$ cat src/rtl/fem_ram.sv
// Generic single-write, single-read RAM with registered read data.
module fem_ram #(
    parameter int WIDTH = 8,
    parameter int DEPTH = 64,
    localparam int AW = (DEPTH > 1) ? $clog2(DEPTH) : 1
) (
    input  logic             clk,
    input  logic             we,
    input  logic [AW-1:0]    waddr,
    input  logic [WIDTH-1:0] wdata,
    input  logic [AW-1:0]    raddr,
    output logic [WIDTH-1:0] rdata
);

    logic [WIDTH-1:0] mem [DEPTH];
    logic [WIDTH-1:0] rdata_reg;

    always_ff @(posedge clk)
    begin
        if (we)
        begin
            mem[waddr] <= wdata;
        end
        rdata_reg <= mem[raddr];
    end

    assign rdata = rdata_reg;

endmodule

$ cat config.mk
export PLATFORM = sky130hd
export DESIGN_NAME = fem_ram
export DESIGN_NICKNAME = d
export VERILOG_FILES = /design/src/rtl/fem_ram.sv
export SDC_FILE = /design/constraint.sdc
export NUM_CORES = 1
export LEC_CHECK = 0
export BUFFER_PORTS_ARGS = -buffer_cell sky130_fd_sc_hd__clkbuf_2
export CORE_ASPECT_RATIO = 1.4
export CORE_MARGIN = 8
export CORE_UTILIZATION = 52
export CTS_CLUSTER_SIZE = 40
export DETAILED_ROUTE_END_ITERATION = 7
export PLACE_DENSITY = 0.68
export SLEW_MARGIN = 20
export SYNTH_ARGS = -nofsm -noshare
export SYNTH_HDL_FRONTEND = slang
export SYNTH_SLANG_ARGS = --single-unit
$ cat constraint.sdc
create_clock -name clk -period 2.38 [get_ports clk]
set_input_delay 0.357 -clock clk [delete_from_list [all_inputs] [get_ports clk]]
set_output_delay 0.357 -clock clk [all_outputs]
set_load 0.005 [all_outputs]
---- Word-level counts from Yosys, hierarchy flattened ----
Memories as Yosys holds them, arrays and structs flattened. A register that Yosys moved wholly into a read port is not among the register bits.
Index checks and enable logic that the tools add are counted.
W data, S select, Z words.
word-level totals
  memory bits (writable) .................. 512
  output and inout port bits .............. 8
  word-level logic and storage cells ...... 3
  flip-flop bits (word level) ............. 0
  bits of input ports ..................... 22
  memories kept ........................... 1
operators by class
  multiplexer cells ....................... 2
memories
  memory  depth  bits a word  read ports  clocked after memory_dff  wr ports  line  RTL
  mem     64     8            1           1                         1         15    logic [WIDTH-1:0] mem [DEPTH];
operator list
  cell     number
  $mux W1  2

---- Depth between registers and ports, before layout ----
  word-level depth ........................ 2
  gate-level depth with buffers ........... 9
  gate-level depth less buffers ........... 5

---- Least setup slack after synthesis ----
No wires, ideal clock.
  kind .................................... input to register
  from .................................... input port raddr[1]
  to ...................................... register rdata_reg[3], in the netlist rdata[3], read port of mem
  required time ........................... 2.252 ns
  path buffers ............................ 3
  slack ................................... 0.355 ns
  library setup time ...................... 0.128 ns
  stages .................................. 7
  data arrival time ....................... 1.897 ns
  path through ............................ buf_4 -> buf_2 -> buf_2 -> mux4_2 -> mux4_2 -> o21ai_1 -> o41ai_1
RTL lines
  what             line  RTL
  start, declared  11    input logic [AW-1:0] raddr,
  end, declared    16    logic [WIDTH-1:0] rdata_reg;

==> metrics.txt <==
Post-Syn Area 20170 um^2; Cell Int Power 0.01458 W; NumNets Final 1127; maximum vdd ir drop 0.5798 mV; Worst Tran Pin Value 1.055 ns; DRT Pass-1 Iters 5; EDFF count, synth 512; Clock Skews 0.02370 ns; Tmin final 1.986 ns; leading area contributor after synthesis edfxtp_1; CTS buffer count 47; number of buffers added on ports 29; CTS tree yes; aggregate global-route resource usage 20.26%; DRC 0; CP Class register to register; NetSw 0.003827 W; type of the worst min-delay path input port to register; commonest register cell after synthesis edfxtp_1; routed via count 9930; # IOs 30; Synth async-reset ratio 0%; vias per cell 5.964; hold_buf cts 0; Fill cells 2672; Seq. cell area 15530 um^2; Die Wd 182.4 um; Max-Cap Viols 0; Core Footprint 38390 um^2; critical path arrival 2.46 ns; Worst Setup SP mem[45][2]$_DFFE_PP_; share of the synthesized area in the top cell type 76.24%; commonest non-fill, non-tap cell in the layout edfxtp_1; worst slack at placement -0.1603 ns; status finished clean; Reg2Reg Launch Point mem[45][2]$_DFFE_PP_; die area 45430 um^2; Worst setup SP type register; die height 249.0 um; # diodes 0; share of post-route cells with drive strength above 1 32.55%; multi-input logic area 4315 um^2; initial core utilization 52.53%; Post-Route WL 45220 um; initial antenna violation count 0; Synth Instances 940; YS warnings 0; most frequent cells in the layout edfxtp_1 (512), mux4_2 (126), buf_4 (126), nor2_1 (83), clkbuf_16 (48); RSZ-0062 raised after global routing no; initial drt markers 849; vias in the first global route 10280; Synth area leaders edfxtp_1 (76%), mux4_2 (14%), nor2_1 (1.5%); Post-Layout Cell Count 1665; syn avg cell area 21.45 um^2; clk_lat worst skew 0.57 ns; clk buf depth 3; Clock transition at path regs 0.07 ns; first-pass GRT wire length 67400 um; average wire per standard cell 27.16 um; DP Wirelength 29410 um; clk sinks 520; switching part of the total 20.79%; Seq/Total Area, Yosys 77.03%; row cnt 85; Final setup viols 0; Syn Nets 962; Max Slew Vio Count 0; largest net degree at the start of global routing 65; gpl congestion 0.8335; final hold violation count 0; fin worst setup slack 0.3938 ns; Critical Path RT 2.85 ns; final core occ 60.79%; Root Driver clkbuf_16; Leak 7.568 nW; final antenna-violating net count 0; crit share post-route 83.45%; hold path start wdata[4]; total setup buffers inserted after CTS 0; CTS H-tree lvls 2; distinct cell type count after synthesis 40; CP endpoint kind register; PostCTS Resize Cnt 0; P per Cell Area 788.9 nW/um^2; Combinational Power Share 5.6%; CP Max Fanout 1; worst rel slew slack 29.68%; Seq pwr share 55.2%; Max Clk Rate 503.5 MHz; GR Overflow Total 0; Synth Register Bits 520; clock share of power 39.2%; Area Overhead vs Synth 15.72%; Largest register FFs 512; placed insts 1578
## power by group through the flow
stage | sequential (W) | clock [W] | combinational, W
after floorplan | 0.0103 | 0 | 0.000540
after global placement | 0.0104 | 0 | 0.00102
after detailed placement | 0.0104 | 0 | 0.00104
after CTS | 0.0102 | 0.00735 | 0.00105
after global routing | 0.0102 | 0.00768 | 0.00110
final | 0.0102 | 0.00722 | 0.00103
## path summary, 6_finish.rpt
check        slack [ns]                   to  cells after the start
max                0.39     rdata[2]$_DFF_P_                      5
min                0.26  mem[4][4]$_DFFE_PP_                      2
min reg2reg        0.82     rdata[2]$_DFF_P_                      4
max reg2reg        0.39     rdata[2]$_DFF_P_                      5
## Yosys cell counts, types with 6 or more instances
| cell | count |
|---|---|
| buf_4 | 13 |
| a221oi_1 | 6 |
| nor2_1 | 83 |
| nor3_1 | 7 |
| mux4_2 | 126 |
| mux2_2 | 13 |
| nand3_1 | 13 |
| nand2_1 | 19 |
| edfxtp_1 | 512 |
| nand2b_1 | 7 |
| mux2i_1 | 23 |
| o221ai_1 | 8 |
| buf_2 | 11 |
| clkbuf_1 | 17 |
| dfxtp_1 | 8 |
| nor2b_1 | 14 |
| o22ai_1 | 8 |
## final cells by class
| class | instances | share of cell area (%) |
|---|---|---|
| sequential | 520 | 66.57 |
| tap | 522 | 2.799 |
| timing repair buffer | 167 | 5.871 |
| multi-input combinational | 369 | 18.49 |
| clock buffer | 56 | 5.276 |
| clock inverter | 31 | 0.9972 |
## stage by stage
| stage | hold slack [ns] | total power (W) | cell area (um^2) | setup TNS (ns) |
|---|---|---|---|---|
| 3_3_place_gp | 0.7703 | 0.01138 | 21870 | -0.2419 |
| 4_1_cts | 0.2691 | 0.01856 | 23340 | 0 |
| 5_1_grt | 0.2919 | 0.01895 | 23340 | 0 |
| 3_5_place_dp | 0.7707 | 0.01140 | 21870 | -0.3631 |
| 2_1_floorplan | 0.4559 | 0.01089 | 20170 | 0 |
| 6_report | 0.2638 | 0.01841 | 23340 | 0 |
## kinds of logic after synthesis
family	after synthesis	share of synthesized area (%)
flops	520	77.03
compound gates	54	2.072
simple gates	153	3.387
mux	162	15.94
buf+inv	51	1.570
## critical path: stages, from the launching register on
cell and delay (ns):
edfxtp_1 0.37, mux4_2 0.49, mux2_2 0.33, a221oi_1 0.46, buf_4 0.19, o2bb2ai_1 0.06
## per-layer routing
| layer | wire [um] | track usage (%) | vias to the layer above | share of wire [%] |
|---|---|---|---|---|
| li1 | - | - | 4251 | - |
| met1 | 16940 | 25.38 | 5213 | 37 |
| met2 | 23680 | 34.93 | 381 | 52 |
| met3 | 3166 | 3.795 | 85 | 7.0 |
| met4 | 1443 | 7.067 | 0 | 3.2 |
| met5 | 0 | 0 | - | 0 |
Note: power is estimated with default switching activity, not from simulation.
