### config.mk
export PLATFORM = sky130hd
export DESIGN_NAME = fem_alu
export DESIGN_NICKNAME = d
export VERILOG_FILES = /design/src/rtl/fem_pkg.sv /design/src/rtl/fem_alu.sv
export SDC_FILE = /design/constraint.sdc
export NUM_CORES = 1
export LEC_CHECK = 0
export BUFFER_PORTS_ARGS = -buffer_cell sky130_fd_sc_hd__buf_4
export CAP_MARGIN = 25
export CORE_MARGIN = 2
export CORE_UTILIZATION = 45
export DETAILED_ROUTE_END_ITERATION = 16
export GPL_TIMING_DRIVEN = 0
export PLACE_DENSITY = 0.83
export SLEW_MARGIN = 20
export SYNTH_ARGS = -nofsm -noshare
export SYNTH_HDL_FRONTEND = slang
export SYNTH_SLANG_ARGS = --single-unit
### constraint.sdc
create_clock -name vclk -period 7.45
set_input_delay 0.3725 -clock vclk [all_inputs]
set_output_delay 0.3725 -clock vclk [all_outputs]
set_load 0.005 [all_outputs]
### src/rtl/fem_pkg.sv
// Shared types and constants of the file extent map.
package fem_pkg;

    localparam int MAX_EXTENTS_DEFAULT = 64;
    localparam int RES_CAP             = 64;
    localparam int IDX_W               = 6;
    localparam int ADDR_W              = 48;
    localparam int LEN_W               = 32;
    localparam int DEV_W               = 8;
    localparam int NOUT_W              = $clog2(RES_CAP) + 1;

    typedef enum logic [1:0] {
        FUNC_APPEND = 2'd0,
        FUNC_SEEK   = 2'd1,
        FUNC_DELTA  = 2'd2,
        FUNC_CLEAR  = 2'd3
    } func_t;

    typedef enum logic [1:0] {
        ST_OK        = 2'd0,
        ST_NOT_FOUND = 2'd1,
        ST_FULL      = 2'd2
    } status_t;

    typedef struct packed {
        func_t              func;
        logic [DEV_W-1:0]   in_device;
        logic [ADDR_W-1:0]  in_start;
        logic [LEN_W-1:0]   in_length;
        logic [ADDR_W-1:0]  file_offset;
        logic [ADDR_W-1:0]  committed_point;
    } req_t;

    typedef struct packed {
        status_t            status;
        logic [IDX_W-1:0]   extent_index;
        logic [DEV_W-1:0]   out_device;
        logic [ADDR_W-1:0]  out_start;
        logic [LEN_W-1:0]   out_length;
        logic [LEN_W-1:0]   within_offset;
        logic               last;
    } rsp_t;

    // One table row: the extent itself and the file offset at which it begins.
    typedef struct packed {
        logic [DEV_W-1:0]   device;
        logic [ADDR_W-1:0]  start;
        logic [LEN_W-1:0]   length;
        logic [ADDR_W-1:0]  fstart;
    } entry_t;

    // Operand selection of the shared adder.
    typedef struct packed {
        logic               sub;
        logic [ADDR_W-1:0]  a;
        logic [ADDR_W-1:0]  b;
    } alu_op_t;

endpackage

### src/rtl/fem_alu.sv
// Shared 48-bit adder/subtractor with borrow out, used by the sequencer's arithmetic steps.
module fem_alu
    import fem_pkg::*;
(
    input  alu_op_t           op,
    output logic [ADDR_W:0]   result
);

    always_comb
    begin
        if (op.sub)
        begin
            result = {1'b0, op.a} - {1'b0, op.b};
        end
        else
        begin
            result = {1'b0, op.a} + {1'b0, op.b};
        end
    end

endmodule

# ---- After elaboration in Yosys (flattened, before gate mapping)
# Index checks and enable logic that the tools add are counted.
dict set report totals {
  reg_bits 0
  inputBits 97
  elab_cells 3
  out_inout_bits 49
}
dict set report op_classes {
  addsub 2
  n_mux 1
}
# cell count
set op_table {}
lappend op_table {{48-bit by 48-bit adder with 49-bit output} 1}
lappend op_table {{49-bit two-way mux} 1}
lappend op_table {{48-bit by 48-bit subtractor with 49-bit output} 1}

# ---- Depth between registers and ports, before layout
# Gate-level depths: netlist of the first run.
dict set report logic_depth {
  word_depth 2
  mapped_depth 20
  depth_no_buf 18
}

# ---- Worst setup path after synthesis of the first run
# OpenSTA, ideal clock, no wires.
dict set report synth_path {
  path_type {input to output}
  start {input op[10] (netlist bit)}
  end {output result[46]}
  arrival_ps 4167
  path_stages 17
  path_buffers 1
  required_ps 7078
  path_slack_ps 2911
  path_cell_list {or4_4 -> or3_4 -> nor3_2 -> and2_2 -> nand3_2 -> nor2_4 -> a21oi_1 -> xnor2_1 -> ha_1 -> and2_1 -> and3_1 -> and3_1 -> clkbuf_1 -> nand2_1 -> or3_1 -> nand4_1 -> or3b_1}
}
dict set report synth_between {
  elab_chain_len 2
  word_cells_on_any_way 3
  cone_classes {2 x add/sub; 1 x mux}
}
# element line_no
set synth_lines {}
lappend synth_lines {{start: declaration} fem_alu.sv:5} ;# input alu_op_t op,
lappend synth_lines {{48-bit by 48-bit adder with 49-bit output / 48-bit by 48-bit subtractor with 49-bit output (equally long branches)} {fem_alu.sv:17, fem_alu.sv:13}}
lappend synth_lines {{49-bit two-way mux *} fem_alu.sv:11} ;# if (op.sub)
lappend synth_lines {{end: declaration} fem_alu.sv:6} ;# output logic [ADDR_W:0] result
# Every way passes the cells marked *; elsewhere a longest branch is shown, timed or not.

# ---- Worst setup path after layout of the first run
dict set report layout_path {
  start {input op[10] (netlist bit)}
  end {output result[47]}
}
# The elaborated chain is that of the path after synthesis.

==> results of run 1 <==
[layout make-up]
cell class / instances / share of cell area [%]
Inverter: 22 / 1.57
Buffer: 28 / 2.06
Multi-Input combinational cell: 564 / 73.0
Timing Repair Buffer: 146 / 20.8
Tap cell: 108 / 2.56
[cell usage in the layout, fill, tap and decap left out, types with 4 or more instances in the layout]
master / n
o21bai_1: 12
nand4_1: 15
inv_1: 22
a21o_1: 21
nor3_1: 24
and2_1: 4
xnor2_1: 69
clkbuf_1: 22
nor2_1: 69
nor2b_1: 4
and3_1: 7
o21a_1: 4
o21ai_0: 30
nand2b_1: 4
nor4_1: 8
buf_4: 146
nand3_1: 12
nand2_1: 46
a31oi_1: 18
a21oi_1: 82
ha_1: 49
xor2_1: 18
[where the power goes]
part / internal, uW / switching (uW) / total, uW
combinational: 319 / 347 / 666
sequential: 0 / 0 / 0
clock: 0 / 0 / 0
total: 319 / 347 / 666
[critical path: stages]
cell and delay, ps:
buf_4 120, or4_4 540, or3_4 360, nor3_2 310, and2_2 260, nand3_2 100
nor2_4 250, a21oi_1 120, xnor2_1 160, ha_1 270, clkbuf_1 340, and2_1 190
clkbuf_1 380, nand2_1 100, nor4_1 600, a41oi_1 220, xnor2_1 200, buf_4 140
[per-stage QoR]
stage | total power [uW] | instances | utilization, % | worst slack, ps
finish | 666 | 868 | 60.5 | 2060
global route | 726 | 868 | 60.5 | 1730
CTS | 660 | 868 | 60.5 | 2110
detailed placement | 656 | 868 | 60.5 | 2130
global placement | 646 | 868 | 60.5 | 2140
floorplan | 388 | 614 | - | 2910
[synthesized netlist by cell type (all sizes together), types with 2 or more instances]
| cell | n |
|---|---|
| a211oi | 5 |
| buf | 6 |
| a21oi | 82 |
| nand3 | 13 |
| nand2 | 47 |
| xnor2 | 69 |
| o41ai | 3 |
| a21boi | 3 |
| a211o | 3 |
| a41oi | 2 |
| o21bai | 12 |
| nor2 | 70 |
| ha | 49 |
| nor3 | 26 |
| o211a | 2 |
| or3 | 4 |
| a21o | 21 |
| and2 | 6 |
| nor4 | 11 |
| o2111a | 3 |
| a221oi | 3 |
| nand2b | 4 |
| o21ba | 2 |
| or2 | 3 |
| o31ai | 2 |
| clkbuf | 22 |
| mux2i | 2 |
| xor2 | 18 |
| o21ai | 32 |
| a31oi | 18 |
| nand4 | 15 |
| inv | 22 |
| or4 | 3 |
| and3 | 7 |
| o21a | 4 |
| nor3b | 4 |
| a2111oi | 3 |
| nor2b | 4 |
[final timing paths]
path   start         end  slack [ps]  cells past startpoint
min   op[49]   result[1]        1110                      3
max   op[10]  result[47]        2060                     18
[metal layers]
| layer | vias to the layer above | part of all wire, % | global-route usage [%] |
|---|---|---|---|
| met2 | 233 | 46 | 45.1 |
| met4 | 0 | 2.5 | 6.01 |
| li1 | 2554 | - | - |
| met5 | - | 0 | 0 |
| met1 | 2346 | 44 | 36.3 |
| met3 | 32 | 6.7 | 1.63 |
[logic make-up after synthesis]
kind of cell             synth area share [%]
AO/OA/AOI/OAI                            32.5
XOR/XNOR                                 18.8
adder cells (fa/ha/maj)                  15.7
buffers and inverters                    4.73
multiplexers                            0.495
AND/OR/NAND/NOR                          27.8
==> results.py, run 1 <==
metrics = {
    "placement": {
        "portBuffers": 146,
        "place.gp.congestion": 1.02,
        "place.detailed.hpwl_microns": 11900,
        "postPlaceCellArea_sq_um": 5280,
    },
    "detailed_routing": {
        "viasPerCell": 5.95,
        "antenna_left": 0,
        "vias": 5165,
        "wirelength_microns": 13900,
        "wire_per_inst_microns": 16.1,
        "drt_iter0_drc": 296,
        "dr.pass1.iters": 4,
        "route.detailed.drc": 0,
    },
    "yosys": {
        "ys_seq_area_share_pct": 0,
        "syn_area_sq_um": 4050,
        "synth_area_leader_cell": "ha_1",
        "ys_types": 66,
        "synth_warnings": 0,
        "syn_nets": 761,
        "avgSynthCellArea_sq_um": 6.59,
        "synth_cells": 614,
        "yosys-top-cells-area": "ha_1, xnor2_1, a21oi_1",
        "synth_top_area_share_pct": 15.2,
    },
    "critical_path": {
        "end_kind": "primary output",
        "path_class": "in -> out",
        "path_max_fanout": 10,
        "start_kind": "input pin",
        "critPathArrivalTime_ps": 5020,
        "worst_ep_required_time_ps": 7080,
    },
    "floorplan": {
        "rows": 34,
        "die_x_microns": 98.8,
        "core_area_sq_um": 8720,
        "dieArea_sq_um": 9760,
        "die_y_microns": 98.8,
        "initial_core_util_pct": 46.4,
        "io_pins": 146,
    },
    "sta": {
        "finalMaxSlewViolations": 0,
        "period_minus_slack_ps": 5390,
        "whs_ps": 1110,
        "setup_tns_ps": 0,
        "worst_pin_slew_ps": 803,
        "timing.fmax_mhz": 185,
        "rsz0062_at_grt": "false",
        "hold_viol_final": 0,
        "relSlewSlack_pct": 45.1,
        "finalCritPeriodShare_pct": 72.4,
        "finalSetupViolCount": 0,
    },
    "power": {
        "peakVddDrop_uv": 68.5,
        "power_density_nw_per_um2": 126,
        "power_leakage_uw": 0.00237,
    },
    "clocking": {
        "cts_hold_buf": 0,
        "post_cts_resized": 0,
        "postCtsSetupRepairBufs": 0,
    },
    "grt": {
        "overflow": 0,
        "grt_max_degree": 11,
        "grt_use_total_pct": 26.3,
        "grt_antenna_before_repair": 0,
        "grt_pass1_vias": 4679,
        "grt_pass1_wl_microns": 21600,
    },
    "cells_and_area": {
        "n_clock_buffer": 0,
        "seq_area_sq_um": 0,
        "fillers": 836,
        "multiInputGateArea_sq_um": 3850,
        "drive_gt1_share_pct": 22.8,
        "n_antenna_cell": 0,
        "final_area_sq_um": 5280,
        "syn_to_final_growth_pct": 30.4,
        "final_nets": 909,
        "seq_cells": 0,
    },
    "min_path": {
        "min_path_type": "in -> out",
    },
    "run": {
        "cap_violations": 0,
    },
    "run_status": {
        "status": "completed",
    },
}
Note: power is estimated with default switching activity, not from simulation.
==> inputs of run 2 (changes only) <==
Clock period 7.45 ns to 5.35 ns, I/O delays scaled along.
==> run 2 against run 1 <==
Hold slack worse by 210 ps. Setup slack worse by 1800 ps. Cell area up 0.76%. Wire length rose by 1.1%. First-iteration DRC count up 7.4%. Utilization grew 0.46 points. Combinational power up 40%. Flip-flop and latch count unchanged. Sequential share of layout area stayed put. Via count up 0.58%. Largest power group unchanged.
==> results.py, run 2 (same netlist as run 1, synthesis figures left out) <==
metrics = {
    "run_status": {
        "status": "completed",
    },
    "detailed_routing": {
        "dr.pass1.iters": 4,
        "drt_iter0_drc": 318,
        "wirelength_microns": 14100,
        "vias": 5195,
        "viasPerCell": 5.97,
        "wire_per_inst_microns": 16.2,
        "route.detailed.drc": 0,
        "antenna_left": 0,
    },
    "placement": {
        "post-place-cells": 868,
        "place.detailed.hpwl_microns": 11900,
        "postPlaceCellArea_sq_um": 5280,
        "portBuffers": 146,
        "place.gp.congestion": 1.02,
    },
    "floorplan": {
        "core_area_sq_um": 8720,
        "dieArea_sq_um": 9760,
        "io_pins": 146,
        "rows": 34,
        "initial_core_util_pct": 46.4,
        "die_y_microns": 98.8,
        "die_x_microns": 98.8,
    },
    "critical_path": {
        "start_kind": "input pin",
        "end_kind": "primary output",
        "path_class": "in -> out",
        "worst_ep_required_time_ps": 5080,
        "path_max_fanout": 10,
        "critPathArrivalTime_ps": 4850,
    },
    "sta": {
        "whs_ps": 902,
        "relSlewSlack_pct": 45.7,
        "hold_viol_final": 0,
        "timing.fmax_mhz": 196,
        "setup_tns_ps": 0,
        "finalMaxSlewViolations": 0,
        "finalCritPeriodShare_pct": 95.6,
        "worst_pin_slew_ps": 795,
        "finalSetupViolCount": 0,
        "period_minus_slack_ps": 5110,
    },
    "power": {
        "peakVddDrop_uv": 95.5,
        "power_density_nw_per_um2": 176,
        "power_leakage_uw": 0.00239,
    },
    "cells_and_area": {
        "n_antenna_cell": 0,
        "multiInputGateArea_sq_um": 3870,
        "syn_to_final_growth_pct": 31.4,
        "seq_cells": 0,
        "drive_gt1_share_pct": 23.6,
        "fillers": 837,
        "final_util_pct": 61.0,
        "n_clock_buffer": 0,
        "final_cell_count_no_fill": 870,
        "layout_commonest_cell": "buf_4",
        "final_area_sq_um": 5320,
        "seq_area_sq_um": 0,
        "final_nets": 911,
        "most-common-layout-cells": "buf_4, a21oi_1, nor2_1, xnor2_1, ha_1",
    },
    "grt": {
        "grt_antenna_before_repair": 0,
        "grt_pass1_wl_microns": 21600,
        "grt_use_total_pct": 26.3,
        "overflow": 0,
        "grt_max_degree": 11,
        "grt_pass1_vias": 4679,
    },
    "clocking": {
        "cts_hold_buf": 0,
    },
    "run": {
        "cap_violations": 0,
    },
    "min_path": {
        "min_path_type": "in -> out",
        "min_path_cells": 3,
    },
}
run 2: path summary, 6_finish.rpt:
check                 startpoint    endpoint  slack (ps)
worst max-delay path      op[10]  result[48]         240
worst min-delay path      op[49]   result[1]         900
run 2: cell type report:
class / count / share of cell area, %
buffer: 27 / 1.98
tap: 108 / 2.54
inverter: 22 / 1.55
multi-input combinational: 564 / 72.9
timing repair buffer: 149 / 21.0
run 2: stage by stage:
stage	worst slack, ps	total power [uW]
2_1_floorplan	1020	540
3_3_place_gp	254	899
3_5_place_dp	242	914
4_1_cts	224	919
5_1_grt	-23.7	1020
6_report	235	933
run 2: power by group:
| part | switching, uW | leakage, uW | internal, uW | total [uW] |
|---|---|---|---|---|
| sequential | 0 | 0 | 0 | 0 |
| clock | 0 | 0 | 0 | 0 |
| combinational | 487 | 0.00239 | 446 | 933 |
| total | 487 | 0.00239 | 446 | 933 |
run 2: what timing repair did:
action | 4_1_cts | 5_1_grt
setup endpoints to repair | 0 | 6
buffers inserted | 0 | 3
resized for setup | 0 | 5
run 2: critical path: stages:
cell,delay [ps]
buf_4,120
or4_4,540
or3_4,360
nor3_2,300
and2_2,260
nand3_2,110
nor2_4,200
a21oi_1,100
xnor2_1,160
ha_1,270
clkbuf_1,330
and2_1,180
buf_1,390
nand3_1,210
nor2_1,160
a221oi_2,90
o21a_1,210
o21ai_0,160
a211oi_1,80
xor2_1,180
buf_4,150
run 2: routing by layer:
| metal | vias up | share of wire (%) | global-route usage [%] |
|---|---|---|---|
| li1 | 2557 | - | - |
| met1 | 2384 | 44 | 36.3 |
| met2 | 226 | 47 | 45.1 |
| met3 | 28 | 6.9 | 1.63 |
| met4 | 0 | 2.2 | 6.01 |
| met5 | - | 0 | 0 |
==> inputs of run 3 (changes only) <==
Settings changed: CORE_ASPECT_RATIO from default to 1.1, SLEW_MARGIN 20 to default.
==> run 3 against run 2 <==
Flip-flop and latch count unchanged. Utilization down 0.46 points. Wire length up 1.1%. Critical endpoint is now result[46]. Non-clock buffer count down 3. Clock-buffer cell count unchanged. Total power about the same.
==> results.py, run 3 (same netlist as run 1, synthesis figures left out) <==
metrics = {
    "run_status": {
        "status": "completed",
    },
    "cells_and_area": {
        "seq_area_sq_um": 0,
        "n_antenna_cell": 0,
        "final_cell_count_no_fill": 873,
        "final_area_sq_um": 5310,
        "most-common-layout-cells": "buf_4, a21oi_1, nor2_1, xnor2_1, ha_1",
        "syn_to_final_growth_pct": 31.4,
        "fillers": 860,
        "final_nets": 908,
        "seq_cells": 0,
        "n_clock_buffer": 0,
        "layout_commonest_cell": "buf_4",
        "drive_gt1_share_pct": 23.5,
    },
    "grt": {
        "grt_pass1_vias": 4662,
        "grt_max_degree": 11,
        "grt_pass1_wl_microns": 22000,
        "grt_use_total_pct": 27.4,
        "grt_antenna_before_repair": 0,
        "overflow": 0,
    },
    "critical_path": {
        "start_kind": "input pin",
        "path_max_fanout": 9,
        "setup.worst_path.start": "op[10]",
        "end_kind": "primary output",
        "critPathArrivalTime_ps": 4770,
        "worst_ep_required_time_ps": 5080,
        "path_class": "in -> out",
    },
    "placement": {
        "portBuffers": 146,
        "place.gp.congestion": 0.945,
        "postPlaceCellArea_sq_um": 5280,
        "post-place-cells": 874,
        "place.detailed.hpwl_microns": 12200,
        "detailedPlace.worstSlack_ps": 91.7,
    },
    "power": {
        "clkPwrFrac_pct": 0,
        "comb_power_share_pct": 100.0,
        "power_leakage_uw": 0.00239,
        "sw_frac_of_total_pct": 52.2,
        "peakVddDrop_uv": 117,
        "pwr-share-seq_pct": 0,
        "power_density_nw_per_um2": 176,
        "switching_power_uw": 487,
        "intPower_uw": 446,
    },
    "run": {
        "cap_violations": 0,
    },
    "min_path": {
        "holdPathEnd": "result[1]",
        "min_path_cells": 3,
        "min_path_type": "in -> out",
        "hold_start": "op[49]",
    },
    "sta": {
        "finalSetupViolCount": 0,
        "finalMaxSlewViolations": 0,
        "whs_ps": 893,
        "timing.fmax_mhz": 199,
        "worst_pin_slew_ps": 732,
        "finalCritPeriodShare_pct": 94.1,
        "worst_slack_ps": 317,
        "relSlewSlack_pct": 50.0,
        "hold_viol_final": 0,
        "period_minus_slack_ps": 5030,
        "rsz0062_at_grt": "false",
        "setup_tns_ps": 0,
    },
    "detailed_routing": {
        "route.detailed.drc": 0,
        "wirelength_microns": 14200,
        "drt_iter0_drc": 271,
        "route.met3.wl_microns": 1000,
        "wl_met1_microns": 6090,
        "antenna_left": 0,
        "wire_per_inst_microns": 16.3,
        "viasPerCell": 5.96,
        "dr.pass1.iters": 5,
        "wl_met2_microns": 6710,
        "top_layer": "met4",
        "vias": 5199,
    },
    "floorplan": {
        "die_y_microns": 103,
        "core_area_sq_um": 8780,
        "rows": 36,
        "io_pins": 146,
        "initial_core_util_pct": 46.1,
        "die_x_microns": 94.4,
        "dieArea_sq_um": 9760,
    },
}
[run 3: changes by cell type in the layout (fill, tap and decap cells not counted), sizes merged]
cell and delta:
buf -3
[run 3: final cells by class]
type                       count  area [sq um]  area share (%)
tap                          114           143            2.68
multi-input combinational    564          3880            73.1
inverter                      22          82.6            1.55
timing repair buffer         147          1100            20.8
buffer                        26           101            1.91
[run 3: worst max path at each step]
stage                 end  cells past startpoint
2_1_floorplan  result[46]                     17
3_3_place_gp   result[48]                     21
3_5_place_dp   result[48]                     21
4_1_cts        result[48]                     21
5_1_grt        result[47]                     20
6_report       result[46]                     19
[run 3: critical path: stages]
cell and delay [ps]:
buf_4 120, or4_4 540, or3_4 380, nor3b_4 310, nand2_2 160, nor3_4 260
a21oi_1 110, nor2_1 120, xor2_1 240, ha_1 150, buf_2 180, and2_1 260
and3_1 230, and3_1 310, nand2_1 80, or3_1 410, nand4_1 90, or3b_1 390
buf_4 160
[run 3: metrics by stage]
step,utilization (%),power (uW)
2_1_floorplan,-,540
3_3_place_gp,60.2,906
3_5_place_dp,60.2,916
4_1_cts,60.2,920
5_1_grt,60.5,1020
6_report,60.5,933
[run 3: metal layers]
metal | up-vias | track usage [%]
li1 | 2550 | -
met1 | 2378 | 36.2
met2 | 235 | 48.2
met3 | 36 | 2.25
met4 | 0 | 7.25
met5 | - | 0
[run 3: power by group through the flow]
stage	sequential (uW)	combinational, uW	clock [uW]
2_1_floorplan	0	540	0
3_3_place_gp	0	906	0
3_5_place_dp	0	916	0
4_1_cts	0	920	0
5_1_grt	0	1020	0
6_report	0	933	0
[run 3: timing repair]
item,4_1_cts,5_1_grt
buffers inserted,0,1
gates resized for setup,0,5
setup endpoints to repair,0,7
hold buffers,0,0
